===== config.mk =====
export PLATFORM = sky130hd
export DESIGN_NAME = mp4_init_segment_finder_top
export DESIGN_NICKNAME = d
export VERILOG_FILES = /design/src/design/mp4isf_pkg.sv /design/src/design/mp4isf_walker.sv /design/src/design/mp4isf_out_stage.sv /design/src/design/mp4_init_segment_finder_top.sv
export VERILOG_INCLUDE_DIRS = /design/src /design/src/design
export SDC_FILE = /design/constraint.sdc
export NUM_CORES = 1
export LEC_CHECK = 0
export BUFFER_PORTS_ARGS = -buffer_cell sky130_fd_sc_hd__buf_2
export CAP_MARGIN = 0
export CORE_ASPECT_RATIO = 0.6
export CORE_MARGIN = 3
export CORE_UTILIZATION = 25
export CTS_CLUSTER_DIAMETER = 80
export DETAILED_ROUTE_END_ITERATION = 6
export GPL_TIMING_DRIVEN = 0
export PLACE_DENSITY_LB_ADDON = 0.08
export SETUP_SLACK_MARGIN = 0.3
export SLEW_MARGIN = 30
export SYNTH_ARGS = -nofsm -noshare
export SYNTH_HDL_FRONTEND = slang
export SYNTH_SLANG_ARGS = --single-unit

===== constraint.sdc =====
create_clock -name clk -period 7.7 [get_ports clk]
set_input_delay 0.77 -clock clk [delete_from_list [all_inputs] [get_ports clk]]
set_output_delay 0.77 -clock clk [all_outputs]
set_load 0.05 [all_outputs]

===== src/design/mp4_init_segment_finder_top_macros.svh =====
// ----------------------------------------------------------------------------
// Assertion macros for the init segment finder
// Concurrent checks that compile away when SYNTHESIS is defined.
// ----------------------------------------------------------------------------
`ifndef MP4_INIT_SEGMENT_FINDER_TOP_MACROS_SVH
`define MP4_INIT_SEGMENT_FINDER_TOP_MACROS_SVH

`ifndef SYNTHESIS
// Same-cycle implication.
`define MP4ISF_ASSERT_NOW(lbl, clk, rst, ante, cons) \
  lbl: assert property (@(posedge clk) disable iff (rst) (ante) |-> (cons)) \
    else $error("mp4isf assertion failed");
// Next-cycle implication.
`define MP4ISF_ASSERT_NEXT(lbl, clk, rst, ante, cons) \
  lbl: assert property (@(posedge clk) disable iff (rst) (ante) |=> (cons)) \
    else $error("mp4isf assertion failed");
`else
`define MP4ISF_ASSERT_NOW(lbl, clk, rst, ante, cons)
`define MP4ISF_ASSERT_NEXT(lbl, clk, rst, ante, cons)
`endif

`endif


===== src/design/mp4isf_pkg.sv =====
// ----------------------------------------------------------------------------
// mp4isf_pkg
// Shared types and constants of the init segment finder.
// ----------------------------------------------------------------------------
`timescale 1ns / 1ps
`default_nettype none

package mp4isf_pkg;

  localparam int OFF_W = 32;
  localparam int SIZE_W = 64;
  localparam int SUM_W = SIZE_W + 1;

  localparam logic [SUM_W-1:0] OFF_LIMIT = SUM_W'(1) << OFF_W;

  localparam logic [31:0] TYPE_MOOV = 32'h6D6F_6F76;
  localparam logic [31:0] TYPE_MOOF = 32'h6D6F_6F66;

  localparam logic [3:0] HDR_SIZE_LAST  = 4'd3;
  localparam logic [3:0] HDR_SHORT_LAST = 4'd7;
  localparam logic [3:0] HDR_LONG_LAST  = 4'd15;

  localparam logic [SIZE_W-1:0] SIZE_LARGE     = SIZE_W'(1);
  localparam logic [SIZE_W-1:0] SIZE_SHORT_MIN = SIZE_W'(8);
  localparam logic [SIZE_W-1:0] SIZE_LONG_MIN  = SIZE_W'(16);

  typedef enum logic [1:0] {
    PH_HEADER = 2'd0,
    PH_BODY   = 2'd1,
    PH_FOUND  = 2'd2,
    PH_STALL  = 2'd3
  } phase_t;

  typedef enum logic [1:0] {
    ST_SCAN  = 2'd0,
    ST_FOUND = 2'd1,
    ST_STALL = 2'd2
  } status_t;

  typedef struct packed {
    status_t     status;
    logic [31:0] offset;
  } result_t;

endpackage

`default_nettype wire


===== src/design/mp4isf_walker.sv =====
// ----------------------------------------------------------------------------
// mp4isf_walker
// Box header parser and body skipper, one byte per step.
// ----------------------------------------------------------------------------
`timescale 1ns / 1ps
`default_nettype none
`include "mp4_init_segment_finder_top_macros.svh"

module mp4isf_walker
  import mp4isf_pkg::*;
(
  input  wire logic       clk,
  input  wire logic       rst,
  input  wire logic       step,
  input  wire logic [7:0] stream_byte,
  output result_t         result_next
);

  logic [OFF_W-1:0]  byte_position, byte_position_next;
  logic [OFF_W-1:0]  box_start, box_start_next;
  logic [3:0]        header_index, header_index_next;
  logic [SIZE_W-1:0] size_accumulator, size_accumulator_next;
  logic [31:0]       type_word, type_word_next;
  logic [OFF_W:0]    box_end, box_end_next;
  logic              moov_seen, moov_seen_next;
  phase_t            phase, phase_next;

  always_ff @(posedge clk) begin
    if (rst) begin
      byte_position    <= '0;
      box_start        <= '0;
      header_index     <= '0;
      size_accumulator <= '0;
      type_word        <= '0;
      box_end          <= '0;
      moov_seen        <= 1'b0;
      phase            <= PH_HEADER;
    end else if (step) begin
      byte_position    <= byte_position_next;
      box_start        <= box_start_next;
      header_index     <= header_index_next;
      size_accumulator <= size_accumulator_next;
      type_word        <= type_word_next;
      box_end          <= box_end_next;
      moov_seen        <= moov_seen_next;
      phase            <= phase_next;
    end
  end

  // next state
  always_comb begin
    logic [OFF_W:0]    next_pos;
    logic [SIZE_W-1:0] set_size;
    logic [SUM_W-1:0]  sum;
    logic              do_set;
    logic              do_finish;
    logic [OFF_W:0]    fin_end;
    logic [31:0]       fin_type;

    byte_position_next    = byte_position;
    box_start_next        = box_start;
    header_index_next     = header_index;
    size_accumulator_next = size_accumulator;
    type_word_next        = type_word;
    box_end_next          = box_end;
    moov_seen_next        = moov_seen;
    phase_next            = phase;

    next_pos  = {1'b0, byte_position} + (OFF_W+1)'(1);
    set_size  = size_accumulator;
    do_set    = 1'b0;
    do_finish = 1'b0;
    fin_end   = box_end;
    fin_type  = type_word;

    unique case (phase)
      PH_BODY: begin
        byte_position_next = next_pos[OFF_W-1:0];
        if (next_pos >= box_end) begin
          do_finish = 1'b1;
        end
      end
      PH_HEADER: begin
        byte_position_next = next_pos[OFF_W-1:0];
        header_index_next  = header_index + 4'd1;
        if (header_index <= HDR_SIZE_LAST) begin
          size_accumulator_next = {32'b0, size_accumulator[23:0], stream_byte};
        end else if (header_index <= HDR_SHORT_LAST) begin
          type_word_next = {type_word[23:0], stream_byte};
          fin_type       = type_word_next;
          if (header_index == HDR_SHORT_LAST) begin
            if (size_accumulator == SIZE_LARGE) begin
              size_accumulator_next = '0;
            end else if (size_accumulator < SIZE_SHORT_MIN) begin
              phase_next = PH_STALL;
            end else begin
              do_set = 1'b1;
            end
          end
        end else begin
          size_accumulator_next = {size_accumulator[SIZE_W-9:0], stream_byte};
          set_size              = size_accumulator_next;
          if (header_index == HDR_LONG_LAST) begin
            if (size_accumulator_next < SIZE_LONG_MIN) begin
              phase_next = PH_STALL;
            end else begin
              do_set = 1'b1;
            end
          end
        end
      end
      default: begin
        // hold the answer; the byte is dropped
      end
    endcase

    // A header-only box completes on its last header byte.
    sum = SUM_W'(box_start) + SUM_W'(set_size);
    if (do_set) begin
      if (sum > OFF_LIMIT) begin
        phase_next = PH_STALL;
      end else begin
        box_end_next = sum[OFF_W:0];
        fin_end      = sum[OFF_W:0];
        if ((header_index == HDR_SHORT_LAST && set_size == SIZE_SHORT_MIN) ||
            (header_index == HDR_LONG_LAST && set_size == SIZE_LONG_MIN)) begin
          do_finish = 1'b1;
        end else begin
          phase_next = PH_BODY;
        end
      end
    end

    if (do_finish) begin
      if (fin_type == TYPE_MOOF) begin
        phase_next = moov_seen ? PH_FOUND : PH_STALL;
      end else begin
        if (fin_type == TYPE_MOOV) begin
          moov_seen_next = 1'b1;
        end
        if (fin_end[OFF_W]) begin
          phase_next = PH_STALL;
        end else begin
          box_start_next        = fin_end[OFF_W-1:0];
          header_index_next     = '0;
          size_accumulator_next = '0;
          type_word_next        = '0;
          box_end_next          = '0;
          phase_next            = PH_HEADER;
        end
      end
    end
  end

  // outputs
  always_comb begin
    result_next.offset = '0;
    unique case (phase_next)
      PH_FOUND: begin
        result_next.status = ST_FOUND;
        result_next.offset = 32'(box_start_next);
      end
      PH_STALL: result_next.status = ST_STALL;
      default:  result_next.status = ST_SCAN;
    endcase
  end

  `MP4ISF_ASSERT_NEXT(a_found_holds, clk, rst, phase == PH_FOUND, phase == PH_FOUND)
  `MP4ISF_ASSERT_NEXT(a_stall_holds, clk, rst, phase == PH_STALL, phase == PH_STALL)
  `MP4ISF_ASSERT_NEXT(a_moov_sticky, clk, rst, moov_seen, moov_seen)
  `MP4ISF_ASSERT_NOW(a_body_before_end, clk, rst, phase == PH_BODY,
                     {1'b0, byte_position} < box_end)

endmodule

`default_nettype wire


===== src/design/mp4isf_out_stage.sv =====
// ----------------------------------------------------------------------------
// mp4isf_out_stage
// Result register with valid/stall handshake.
// ----------------------------------------------------------------------------
`timescale 1ns / 1ps
`default_nettype none

module mp4isf_out_stage
  import mp4isf_pkg::*;
(
  input  wire logic    clk,
  input  wire logic    rst,
  input  wire logic    load,
  input  wire result_t d,
  input  wire logic    stall,
  output logic         valid,
  output result_t      q
);

  always_ff @(posedge clk) begin
    if (rst) begin
      valid <= 1'b0;
    end else if (load) begin
      valid <= 1'b1;
    end else if (!stall) begin
      valid <= 1'b0;
    end
  end

  // payload: load only, hold otherwise
  always_ff @(posedge clk) begin
    if (load) begin
      q <= d;
    end
  end

endmodule

`default_nettype wire


===== src/design/mp4_init_segment_finder_top.sv =====
// ----------------------------------------------------------------------------
// mp4_init_segment_finder_top
// Walks top-level MP4 boxes byte by byte and reports where the init segment
// ends (start of the first moof after a moov).
// ----------------------------------------------------------------------------
// Result: registered; it shows on the output in the cycle after its byte is
//   accepted. Throughput: one byte per cycle while in_stall is low; the whole
//   header/body update for a byte is one register-to-register pass through
//   the walker, and the result register frees as its transaction is taken.
// Reset: synchronous, active high; walker restarts at offset zero in header
//   phase with no moov seen, and the result register empties.
// ----------------------------------------------------------------------------
`timescale 1ns / 1ps
`default_nettype none

module mp4_init_segment_finder_top
  import mp4isf_pkg::*;
(
  input  wire logic        clk,
  input  wire logic        rst,
  // input channel
  input  wire logic        in_valid,
  output logic             in_stall,
  input  wire logic [7:0]  stream_byte,
  // result channel
  output logic             out_valid,
  input  wire logic        out_stall,
  output logic [1:0]       parse_status,
  output logic [31:0]      init_end_offset
);

  result_t result_next;
  result_t result_q;
  logic    step;

  // Stall the input only while a finished result waits and the sink holds it;
  // otherwise the result register takes a new transaction every cycle.
  assign in_stall = out_valid && out_stall;
  assign step     = in_valid && !in_stall;

  // Advance the box walker one byte per accepted transaction.
  mp4isf_walker u_walker (
    .clk         (clk),
    .rst         (rst),
    .step        (step),
    .stream_byte (stream_byte),
    .result_next (result_next)
  );

  // Hold each result until the sink takes it.
  mp4isf_out_stage u_out (
    .clk   (clk),
    .rst   (rst),
    .load  (step),
    .d     (result_next),
    .stall (out_stall),
    .valid (out_valid),
    .q     (result_q)
  );

  assign parse_status    = result_q.status;
  assign init_end_offset = result_q.offset;

endmodule

`default_nettype wire

# Word level (Yosys, flattened, before mapping)
# Cells that the tools add are included.
[word_totals] ff_bits=235 input_bits=12 out_inout_bits=36
[classes] n_addsub=3 n_lt_le_gt_ge=6 n_eq_ne=11 n_mux=60 n_bitwise=1 n_reduce_logical=10
[op_table] op="$mux W64" n=11
[op_table] op="$mux W32" n=9
[op_table] op="$mux W33" n=5
[op_table] op="$add A32 B64 Y65" n=1
[op_table] op="$gt A65 B33 Y1 const B" n=1
[op_table] op="$eq A32 B31 Y1 const B" n=2
[op_table] op="$eq A64 B1 Y1 const B" n=1
[op_table] op="$eq A64 B4 Y1 const B" n=1
[op_table] op="$eq A64 B5 Y1 const B" n=1
[op_table] op="$lt A64 B4 Y1 const B" n=1
[op_table] op="$lt A64 B5 Y1 const B" n=1
[op_table] op="$add A32 B1 Y33 const B" n=1
[op_table] op="$ge A33 B33 Y1" n=1
[op_table] op="$mux W2" n=14
[op_table] op="$mux W1" n=16
[op_table] op="$mux W4" n=4
[op_table] op="$add A4 B1 Y4 const B" n=1
[op_table] op="$eq A2 B2 Y1 const B" n=2
[op_table] op="$eq A4 B3 Y1 const B" n=1
[op_table] op="$eq A4 B4 Y1 const B" n=1
[op_table] op="$le A4 B2 Y1 const B" n=1
[op_table] op="$le A4 B3 Y1 const B" n=1
[op_table] op="$logic_and A1 B1 Y1" n=4
[op_table] op="$pmux W2 S2" n=1
[op_table] op="other kinds (9)" n=9

# Logic depth before layout (Yosys ltp)
# Gate-level depths: netlist of run 1.
[logic_depth] depth_word=13 depth_mapped=28 depth_no_buf=24

# Cells and area by module
# From an unflattened synthesis of run 1, not the netlist that was laid out.
[unflattened] cells_unflattened=1954 area_unflattened_um2=15222.1
[by_module_without_submodules] module="mp4isf_walker" instances=1 cells_per_inst=1915 area_each_um2=14158.6 seq_area_each_um2=4003.8
[by_module_without_submodules] module="mp4isf_out_stage" instances=1 cells_per_inst=37 area_each_um2=1049.8 seq_area_each_um2=1041.0
[by_module_without_submodules] module="mp4_init_segment_finder_top" instances=1 cells_per_inst=2 area_each_um2=13.8 seq_area_each_um2=0.0

# Least setup slack after synthesis of run 1
# OpenSTA, ideal clock, no wires.
[synth_path] path_kind="reg2reg" start="register u_walker.phase[1]" end="register u_out.q[18] (netlist bit) (data pin)" t_arrival_ps=5927 required_time_ps=7434 setup_slack_ps=1507 stages_incl_launch_ff=24 path_buffers=7 period_less_slack_ps=6193 cell_sequence="dfxtp_1 > or3b_1 > buf_6 > buf_2 > buf_2 > buf_2 > buf_2 > buf_1 > nand2_1 > nand2_1 > ha_1 > a21oi_2 > o21ai_2 > a211oi_2 > o21ai_1 > xor2_1 > or4_1 > or4_1 > o31a_1 > nor4_2 > buf_2 > mux2_2 > mux2i_1 > nor2_1"
[synth_via] elab_chain_cells=11
[synth_lines] item="start: declaration" line="mp4isf_walker.sv:26" rtl="phase_t phase, phase_next;"
[synth_lines] item="start signal: assignment" line="mp4isf_walker.sv:46" rtl="phase <= phase_next;"
[synth_lines] item="branches (longest 11 deep; another with $add A32 B64 Y65)"
[synth_lines] item="end signal: assignment" line="mp4isf_out_stage.sv:33" rtl="q <= d;"
[synth_lines] item="end: declaration" line="mp4isf_out_stage.sv:17" rtl="output result_t q"
# Several ways; the timed one is not identified.
# A chain may end at the register's enable or synchronous reset.

# Final worst setup path of run 1
[layout_path] start="register u_walker.header_index[3]" end="register u_walker.box_end[21]"
[layout_via] elab_chain_cells=11
[layout_lines] item="start: declaration" line="mp4isf_walker.sv:21" rtl="logic [3:0] header_index, header_index_next;"
[layout_lines] item="start signal: assignment" line="mp4isf_walker.sv:41" rtl="header_index <= header_index_next;"
[layout_lines] item="$le A4 B3 Y1" line="mp4isf_walker.sv:88" rtl="end else if (header_index <= HDR_SHORT_LAST) begin"
[layout_lines] item="$mux W64" line="mp4isf_walker.sv:88"
[layout_lines] item="$mux W64" line="mp4isf_walker.sv:86" rtl="if (header_index <= HDR_SIZE_LAST) begin"
[layout_lines] item="$mux W64" line="mp4isf_walker.sv:76" rtl="unique case (phase)"
[layout_lines] item="$add A32 B64 Y65 (tied with other cells)" line="mp4isf_walker.sv:118" rtl="sum = SUM_W'(box_start) + SUM_W'(set_size);"
[layout_lines] item="$gt A65 B33 Y1 (tied with other cells)" line="mp4isf_walker.sv:120" rtl="if (sum > OFF_LIMIT) begin"
[layout_lines] item="$mux W33 or $logic_or A1 B1 Y1 (tied branches)" line="mp4isf_walker.sv:120, mp4isf_walker.sv:125"
[layout_lines] item="$mux W33 or $mux W1 (tied branches)" line="mp4isf_walker.sv:119, mp4isf_walker.sv:125"
[layout_lines] item="$mux W33 or $mux W1 (tied branches)" line="mp4isf_walker.sv:141, mp4isf_walker.sv:120"
[layout_lines] item="$mux W33 or $mux W1 (tied branches)" line="mp4isf_walker.sv:135, mp4isf_walker.sv:119"
[layout_lines] item="$mux W33 *" line="mp4isf_walker.sv:134" rtl="if (do_finish) begin"
[layout_lines] item="end signal: assignment" line="mp4isf_walker.sv:44" rtl="box_end <= box_end_next;"
[layout_lines] item="end: declaration" line="mp4isf_walker.sv:24" rtl="logic [OFF_W:0] box_end, box_end_next;"
# Every way passes the cells marked *; elsewhere a longest branch is shown, timed or not.

==> results of run 1 <==
==> worst paths after layout <==
| path | end | slack [ps] | cells after the start |
|---|---|---|---|
| setup reg to reg | u_walker.box_end[21] | 450 | 24 |
| hold reg to reg | u_walker.type_word[27] | 460 | 1 |
| setup / recovery | u_walker.box_end[21] | 450 | 24 |
| hold / removal | u_out.valid | 420 | 2 |
==> worst max-delay path: stages (launching register included) <==
cell and delay (ps):
dfxtp_1 410, buf_4 250, nor3b_4 320, buf_4 240, clkbuf_4 270, buf_4 280, mux2i_4 110, inv_1 90
ha_1 210, inv_1 70, fa_1 400, xnor2_1 170, or3b_2 470, or4_1 640, nor4_4 380, nand4_1 190
or4_4 630, o31a_1 350, o41ai_4 400, a211o_1 180, buf_2 200, and3_1 170, buf_2 270, clkbuf_4 290
a22o_1 150
==> metal layers <==
metal / track usage / routed length [um] / vias up / share of wire
met3: 0.0503 / 7460 / 55 / 0.099
met4: 0.0289 / 976 / 2 / 0.013
met1: 0.365 / 41100 / 8219 / 0.54
li1: - / - / 7786 / -
met5: 0 / 12 / - / 0.00016
met2: 0.257 / 26100 / 709 / 0.34
==> cells in the final DEF, fill, tap and decap left out, types with 17 or more instances in the layout <==
cell | synthesis | layout
ha_1 | 68 | 68
nor3_1 | 43 | 41
o21ai_0 | 63 | 54
nand3_1 | 105 | 104
and3_1 | 17 | 17
nor4_1 | 40 | 34
mux2i_1 | 124 | 118
a22oi_1 | 33 | 32
edfxtp_1 | 34 | 34
a21o_1 | 24 | 23
clkbuf_16 | 0 | 28
dfxtp_1 | 201 | 200
clkbuf_1 | 104 | 96
nand2_1 | 242 | 240
nor2_1 | 164 | 161
buf_2 | 40 | 71
buf_4 | 1 | 33
o211ai_1 | 19 | 19
a22o_1 | 34 | 34
xnor2_1 | 42 | 42
and2_1 | 35 | 34
a21oi_1 | 159 | 153
mux2_2 | 24 | 24
inv_1 | 74 | 74
a31oi_1 | 32 | 32
or3_1 | 20 | 20
nand4_1 | 62 | 62
xor2_1 | 47 | 47
==> kinds of logic after synthesis <==
logic type,count (synthesis)
AND/OR/NAND/NOR,800
AO/OA/AOI/OAI,492
flip-flops,235
buffers and inverters,227
multiplexers,153
XOR/XNOR,89
adder cells (fa/ha/maj),69
==> timing repair <==
action	in CTS	in global routing
setup endpoints to repair	202	200
hold buffers	0	0
gates cloned	0	0
pin swaps	9	12
setup buffers	17	9
gates resized for setup	49	76
==> layout make-up <==
type	instances	area, um2
Antenna cell	1	2.50
Buffer	152	739
Clock buffer	45	835
Clock inverter	7	52.6
Fill cell	6936	45500
Inverter	75	282
Multi-Input combinational cell	1603	10800
Sequential cell	235	5050
Tap cell	851	1060
Timing Repair Buffer	73	445
==> sequential cells by signal, summed over array words and instances, names as in the netlist <==
signal	flops
u_walker.box_end	33
u_walker.phase	2
u_out.valid	1
u_walker.box_start	32
u_walker.size_accumulator	64
u_out.q	34
u_walker.moov_seen	1
u_walker.byte_position	32
u_walker.header_index	4
u_walker.type_word	32
==> metrics by stage <==
step | std cells | instance area, um2 | setup TNS, ps | power, uW | utilization
2_1_floorplan | 2065 | 16400 | 0 | 1420 | -
5_1_grt | 3041 | 19300 | 0 | 2920 | 0.298
4_1_cts | 3032 | 19000 | 0 | 2860 | 0.293
6_report | 3042 | 19300 | 0 | 2810 | 0.298
3_5_place_dp | 2963 | 17800 | -324100 | 1510 | 0.274
3_3_place_gp | 2962 | 17700 | -337800 | 1510 | 0.274
==> where the power goes <==
group	switching (uW)	internal [uW]	total (uW)
combinational	166	53.4	220
clock	576	741	1320
sequential	17.0	1260	1280
total	759	2050	2810
==> impl_metrics.csv, run 1 <==
group,metric,value,unit
cts,clockBufferDepth,3,
routing,drc,0,
sta,finalCritPeriodShare,0.942,
sta,holdWs,423,ps
floorplanning,die_w,337,um
finish,syn_to_final_growth,17.4,%
sta,hold_violations,0,
critical_path,cp_max_fo,10,
yosys,syn-mean-instance-area,7.96,um2
pwr,vdd_drop_max,0.000114,V
floorplanning,core_area,0.0648,mm2
placed_design,pre_cts_ws,-1930,ps
run,drv_cap,0,
yosys,synth_commonest_cells,"nand2_1 (242), dfxtp_1 (201), nor2_1 (164), a21oi_1 (159), mux2i_1 (124)",
routing,num_vias,16800,
yosys,synth_mux_area_frac,0.0956,
yosys,async_reset_ff_frac,0,
run_status,outcome,"completed",
cts,clk-insertion-delay-late,580,ps
yosys,yosysSeqAreaShare,0.307,
critical_path,crit_path_start_kind,"flip-flop",
yosys,synthCells,2065,
sta,fin_crit,7250,ps
cts,htreeDepth,1,
global_route,grt_pass1_vias,15600,
worst_hold_path,hold_class,"in -> reg",
sta,rsz0062_at_grt,"false",
global_route,overflow,0,
yosys,synth_edf_count,34,
routing,drt-pass1-iter-count,6,
sta,setup_viol,0,
yosys,synth_xor_area_frac,0.0474,
routing,ant_nets,0,
worst_hold_path,hp-start,"in_valid",
sta,finalMaxSlewViolations,0,
yosys,yosysTopAreaCellShare,0.245,
routing,drtIter0Drc,1892,
critical_path,critPathLaunch,"u_walker.header_index[3]",
cts,cts_tree,"yes",
sta,clock.fmax,138,MHz
cts,cts_sinks,235,
yosys,yosysTopAreaCell,"dfxtp_1",
routing,wl_per_cell,24.9,um
placed_design,post-dp-hpwl,60.2,mm
yosys,synth_flop_cell,"dfxtp_1",
global_route,antenna_found_initial,6,
pwr,p_leak,0.00742,uW
cts,cts-root-buf,"clkbuf_16",
global_route,grt_first_pass_wirelength,109,mm
yosys,synth_compound_area_frac,0.200,
yosys,syn_area,0.0164,mm2
routing,viasPerCell,5.51,
yosys,synth.most_common_cell,"nand2_1",
floorplanning,die-area,0.0689,mm2
sta,skew,24.3,ps
critical_path,crit_type,"reg -> reg",
yosys,synthAdderAreaFrac,0.0530,
yosys,synthDistinctLibCells,88,
sta,relSlewSlack,0.232,
global_route,track_usage,0.213,
floorplanning,chipHeight,205,um
finish,nets,2249,
critical_path,arrival,7760,ps
floorplanning,initial_core_util,0.254,
placed_design,portBuffers,46,
floorplanning,num_io_pins,48,
cts,clkTransAtPathRegs,60,ps
critical_path,endpoint_kind,"flip-flop",
yosys,synth-seq-cells,235,
floorplanning,core.rowCount,72,
finish,layout-drive-gt1-share,0.128,
sta,worst_slack,450,ps
critical_path,required,8210,ps
global_route,grt_max_degree,32,
cts,cts_buffers,28,
critical_path,worstReg2RegStart,"u_walker.header_index[3]",
yosys,yosysWarnings,0,
routing,drt-total-wl,75.6,mm
sta,worst_slew_pin_slew,1140,ps
yosys,yosys.area_share.simple,0.240,
yosys,synth_top_family_by_area,"simple AND/OR/NAND/NOR gates",
yosys,netlist_top_cells_area,"dfxtp_1 (24%), mux2i_1 (7.6%), edfxtp_1 (6.2%)",
yosys,syn-num-nets,2146,
pwr,powerDensity,146,mW/mm2
placed_design,gp_congestion,0.946,
Note: power is estimated with default switching activity, not from simulation.
==> inputs of run 2 (changes only) <==
- REMOVE_ABC_BUFFERS: unset -> 1
==> impl_metrics.csv, run 2 (synthesis results as in run 1) <==
group,metric,value,unit
floorplanning,core.rowCount,72,
critical_path,critPathCapture,"u_walker.type_word[30]",
cts,htreeDepth,1,
sta,holdWs,436,ps
run,drv_cap,0,
sta,finalMaxSlewViolations,0,
finish,largest_reg_flops,64,
finish,final_common_cell,"nand2_1",
run_status,outcome,"completed",
floorplanning,die-area,0.0689,mm2
sta,setup_viol,0,
critical_path,crit_buf_inv,3,
sta,clock.fmax,140,MHz
critical_path,cp_max_fo,31,
finish,top_register,"u_walker.size_accumulator",
finish,fin_util,0.290,
sta,skew,29.0,ps
routing,num_vias,16000,
critical_path,worst-r2r-setup-slack,550,ps
finish,layout-drive-gt1-share,0.107,
sta,rsz0062_at_grt,"false",
critical_path,crit_type,"reg -> reg",
routing,drt-total-wl,68.8,mm
floorplanning,initial_core_util,0.254,
critical_path,path_delay_family,"simple AND/OR/NAND/NOR gates",
finish,design_area,0.0188,mm2
sta,tns,0,ps
floorplanning,core_area,0.0648,mm2
global_route,track_usage,0.196,
routing,drc,0,
cts,cts_hold_buffers,0,
global_route,grt_pass1_vias,14900,
routing,wl_per_cell,23.7,um
critical_path,required,8250,ps
cts,clk-insertion-delay-late,610,ps
sta,hold_violations,0,
pwr,power,2880,uW
placed_design,post-dp-hpwl,52.3,mm
floorplanning,die_w,337,um
sta,relSlewSlack,0.321,
placed_design,gp_congestion,0.896,
cts,clockBufferDepth,3,
finish,layout_common_cells,"nand2_1 (238), dfxtp_1 (198), nor2_1 (159), a21oi_1 (159), mux2i_1 (124)",
cts,cts_tree,"yes",
floorplanning,num_io_pins,48,
routing,ant_nets,0,
pwr,vdd_drop_max,0.000157,V
critical_path,path_cells,"or3b_4 > mux2i_1 > inv_1 > ha_1 > nand4_1 > nor3_1 > nand2_1 > a2111oi_2 > o21a_1 > o211ai_1 > or4_1 > o31a_1 > o41ai_4 > a211o_4 > buf_16 > and3_4 > buf_12 > a32o_1",
critical_path,worstReg2RegStart,"u_walker.header_index[3]",
sta,finalCritPeriodShare,0.929,
critical_path,cpMaxStageDelayCell,"or4_1",
finish,syn_to_final_growth,14.2,%
pwr,powerDensity,153,mW/mm2
cts,cts_sinks,235,
cts,clkTransAtPathRegs,60,ps
critical_path,critPathMaxStageDelay,690,ps
routing,drtIter0Drc,1316,
placed_design,portBuffers,47,
global_route,grt_first_pass_wirelength,102,mm
finish,fillerInstances,6878,
global_route,grt_max_degree,66,
critical_path,r2r-end,"u_walker.type_word[30]",
finish,nets,2106,
floorplanning,chipHeight,205,um
sta,fin_crit,7150,ps
critical_path,arrival,7700,ps
worst_hold_path,hold_class,"in -> reg",
cts,cts_buffers,28,
global_route,overflow,0,
routing,viasPerCell,5.52,
cts,cts-root-buf,"clkbuf_16",
pwr,p_leak,0.00720,uW
critical_path,endpoint_kind,"flip-flop",
routing,drt-pass1-iter-count,5,
global_route,antenna_found_initial,8,
critical_path,rr_worst_depth,18,
placed_design,placed_area,0.0176,mm2
critical_path,critPathLaunch,"u_walker.header_index[3]",
critical_path,crit_path_start_kind,"flip-flop",
critical_path,worst-path-stages,18,
sta,worst_slew_pin_slew,1010,ps
finish,reg_top3,"u_walker.size_accumulator: 64 flops, u_out.q: 34 flops, u_walker.box_end: 33 flops",
run 2: worst min path at each step:
stage                           startpoint  slack (ps)                endpoint  depth (start not counted)
CTS                               in_valid         410             u_out.valid                          2
global route                      in_valid         420             u_out.valid                          2
finish                            in_valid         440             u_out.valid                          2
detailed placement  u_walker.type_word[26]         450  u_walker.type_word[26]                          1
global placement    u_walker.type_word[26]         450  u_walker.type_word[26]                          1
floorplan           u_walker.type_word[26]         430  u_walker.type_word[26]                          1
run 2: routing by layer:
layer | up-vias | GRT usage | part of all wire
met5 | - | 0 | 0.00033
met4 | 4 | 0.0280 | 0.014
met2 | 526 | 0.242 | 0.35
met3 | 66 | 0.0495 | 0.079
met1 | 7900 | 0.327 | 0.55
li1 | 7510 | - | -
run 2: area by class of cell:
class	instances	area, um2	area share
timing repair buffer	82	717	0.0382
clock inverter	13	143	0.00760
sequential	235	5050	0.269
inverter	75	287	0.0153
antenna	1	2.50	0.000133
tap	851	1060	0.0567
multi-input combinational	1603	10700	0.570
clock buffer	38	798	0.0425
run 2: metrics by stage:
| stage | cells | worst slack, ps |
|---|---|---|
| floorplan | 1913 | -3580 |
| CTS | 2895 | 315 |
| global route | 2897 | 327 |
| global placement | 2811 | -11450 |
| detailed placement | 2838 | -807 |
| finish | 2898 | 547 |
run 2: power breakdown:
group / switching (uW) / internal, uW
Combinational: 157 / 50.8
Sequential: 15.4 / 1260
Clock: 602 / 794
Total: 774 / 2100
run 2: what timing repair did:
action	CTS	global route
buffers inserted	6	2
setup endpoints to repair	199	124
resized for setup	18	15
pin swaps	5	1
hold endpoints to repair	0	0
cloned	0	0
==> inputs of run 3 (changes only) <==
- CAP_MARGIN: 0 -> unset
- PLACE_DENSITY_LB_ADDON: 0.08 -> 0.15
==> impl_metrics.csv, run 3 (synthesis results as in run 1) <==
group,metric,value,unit
run_status,outcome,"completed",
sta,fin_crit,7170,ps
cts,htreeDepth,1,
sta,setup_viol,0,
critical_path,worstReg2RegStart,"u_walker.header_index[3]",
placed_design,placed_area,0.0176,mm2
finish,largest_reg_flops,64,
pwr,p_sw,771,uW
critical_path,crit_path_start_kind,"flip-flop",
finish,layout-drive-gt1-share,0.109,
floorplanning,die_w,337,um
sta,relSlewSlack,0.393,
finish,multiInputGateArea,0.0107,mm2
floorplanning,num_io_pins,48,
sta,rsz0062_at_grt,"false",
critical_path,r2r-end,"u_walker.type_word[30]",
floorplanning,initial_core_util,0.254,
cts,clk-insertion-delay-late,590,ps
sta,clock.fmax,139,MHz
sta,finalMaxSlewViolations,0,
cts,clkTransAtPathRegs,70,ps
cts,cts_sinks,235,
pwr,pwr-share-clk,0.490,
placed_design,pre_cts_ws,-887,ps
routing,drtIter0Drc,1765,
critical_path,rr_worst_depth,19,
sta,skew,11.7,ps
routing,drc,0,
critical_path,crit_type,"reg -> reg",
global_route,grt_pass1_vias,14900,
finish,final_common_cell,"nand2_1",
routing,ant_nets,0,
cts,clockBufferDepth,3,
cts,cts_buffers,26,
finish,syn_to_final_growth,14.4,%
finish,fillerInstances,6915,
pwr,powerDensity,154,mW/mm2
pwr,p_sw_frac,0.265,
placed_design,dp.cells,2837,
critical_path,arrival,7700,ps
run,drv_cap,0,
pwr,intPower,2130,uW
critical_path,endpoint_kind,"flip-flop",
placed_design,post-dp-hpwl,50.6,mm
finish,fin_cells,2903,
sta,hold_violations,0,
floorplanning,core.rowCount,72,
cts,cts_hold_buffers,0,
sta,worst_slack,526,ps
worst_hold_path,min_to,"u_out.valid",
placed_design,portBuffers,47,
sta,finalCritPeriodShare,0.932,
sta,tns,0,ps
routing,drt-pass1-iter-count,6,
global_route,grt_max_degree,82,
routing,viasPerCell,5.57,
routing,wl_per_cell,23.3,um
critical_path,cp_max_fo,44,
worst_hold_path,hold_class,"in -> reg",
floorplanning,die-area,0.0689,mm2
critical_path,worst-r2r-setup-slack,530,ps
finish,seq_area,0.00505,mm2
finish,top_register,"u_walker.size_accumulator",
cts,cts_tree,"yes",
worst_hold_path,holdPathStages,2,
global_route,antenna_found_initial,5,
global_route,overflow,0,
finish,design_area,0.0188,mm2
placed_design,gp_congestion,0.923,
routing,num_vias,16200,
finish,layout_common_cells,"nand2_1 (238), dfxtp_1 (198), a21oi_1 (159)",
global_route,track_usage,0.190,
pwr,p_leak,0.00719,uW
finish,reg_top3,"u_walker.size_accumulator: 64 flops, u_out.q: 34 flops, u_walker.box_end: 33 flops",
pwr,p_seq_frac,0.438,
worst_hold_path,hp-start,"in_valid",
pwr,vdd_drop_max,0.000140,V
critical_path,required,8230,ps
global_route,grt_first_pass_wirelength,100,mm
floorplanning,core_area,0.0648,mm2
routing,drt-total-wl,67.6,mm
pwr,power_frac_comb,0.071,
sta,worst_slew_pin_slew,897,ps
cts,cts-root-buf,"clkbuf_16",
floorplanning,chipHeight,205,um
finish,nets,2112,
## run 3: cell types whose count changed in the layout (fill, tap and decap cells not counted), moves of 3 or more
| cell | change |
|---|---|
| buf_16 | -3 |
| buf_4 | +7 |
| bufinv_16 | +4 |
| clkbuf_8 | -6 |
| clkinv_2 | -3 |
| clkinvlp_4 | +3 |
## run 3: area by class of cell
| cell class | count | area share |
|---|---|---|
| Multi-Input combinational cell | 1605 | 0.572 |
| Sequential cell | 235 | 0.269 |
| Timing Repair Buffer | 88 | 0.0387 |
| Antenna cell | 1 | 0.000133 |
| Clock inverter | 18 | 0.0136 |
| Clock buffer | 30 | 0.0354 |
| Tap cell | 851 | 0.0566 |
| Inverter | 75 | 0.0152 |
## run 3: worst max path at each step
stage,depth (start not counted),start,endpoint
after global placement,15,u_walker.header_index[3],u_walker.type_word[25]
after floorplan,18,u_walker.header_index[3],u_walker.type_word[24]
after CTS,24,u_walker.phase[0],u_out.q[28]
after detailed placement,21,u_walker.phase[1],u_walker.type_word[30]
final,19,u_walker.header_index[3],u_walker.type_word[30]
after global routing,26,u_walker.byte_position[0],u_walker.type_word[30]
## run 3: power by group through the flow
stage | logic, uW | clock network, uW | registers [uW]
5_1_grt | 223 | 1510 | 1270
6_report | 208 | 1420 | 1270
4_1_cts | 204 | 1460 | 1270
2_1_floorplan | 82.6 | 0 | 1330
3_5_place_dp | 202 | 0 | 1300
3_3_place_gp | 191 | 0 | 1300
## run 3: critical path, cell delays in order, from the launching register on
cell and delay, ps:
dfxtp_2 490, nor3b_2 280, buf_4 220, mux2i_1 430, inv_1 100, ha_1 370
o211ai_1 150, o21ai_2 480, xor2_1 140, or4_1 610, nor4_4 450, nand4_1 230
or4_1 710, o31a_1 390, o41ai_4 490, a211o_4 370, buf_12 270, and3_4 390
buf_12 220, a32o_1 190
## run 3: metrics by stage
step                utilization  total power (uW)  hold WS, ps
floorplan                     -              1410          433
global placement          0.264              1490          448
detailed placement        0.271              1500          456
CTS                       0.287              2940          419
global route              0.290              3010          448
finish                    0.290              2900          446
## run 3: per-layer routing
metal  part of all wire  GRT usage  up-vias  wire length (um)
li1                   -          -     7515                 -
met1               0.55      0.328     7959             37300
met2               0.34      0.229      633             23300
met3              0.090     0.0389       70              6110
met4              0.013     0.0220        0               853
met5                  0          0        -                 0
## run 3: what timing repair did
action,in CTS,in global routing
resized for setup,13,24
setup endpoints to repair,199,196
setup buffers,8,7
pin swaps,5,5
cloned,0,2
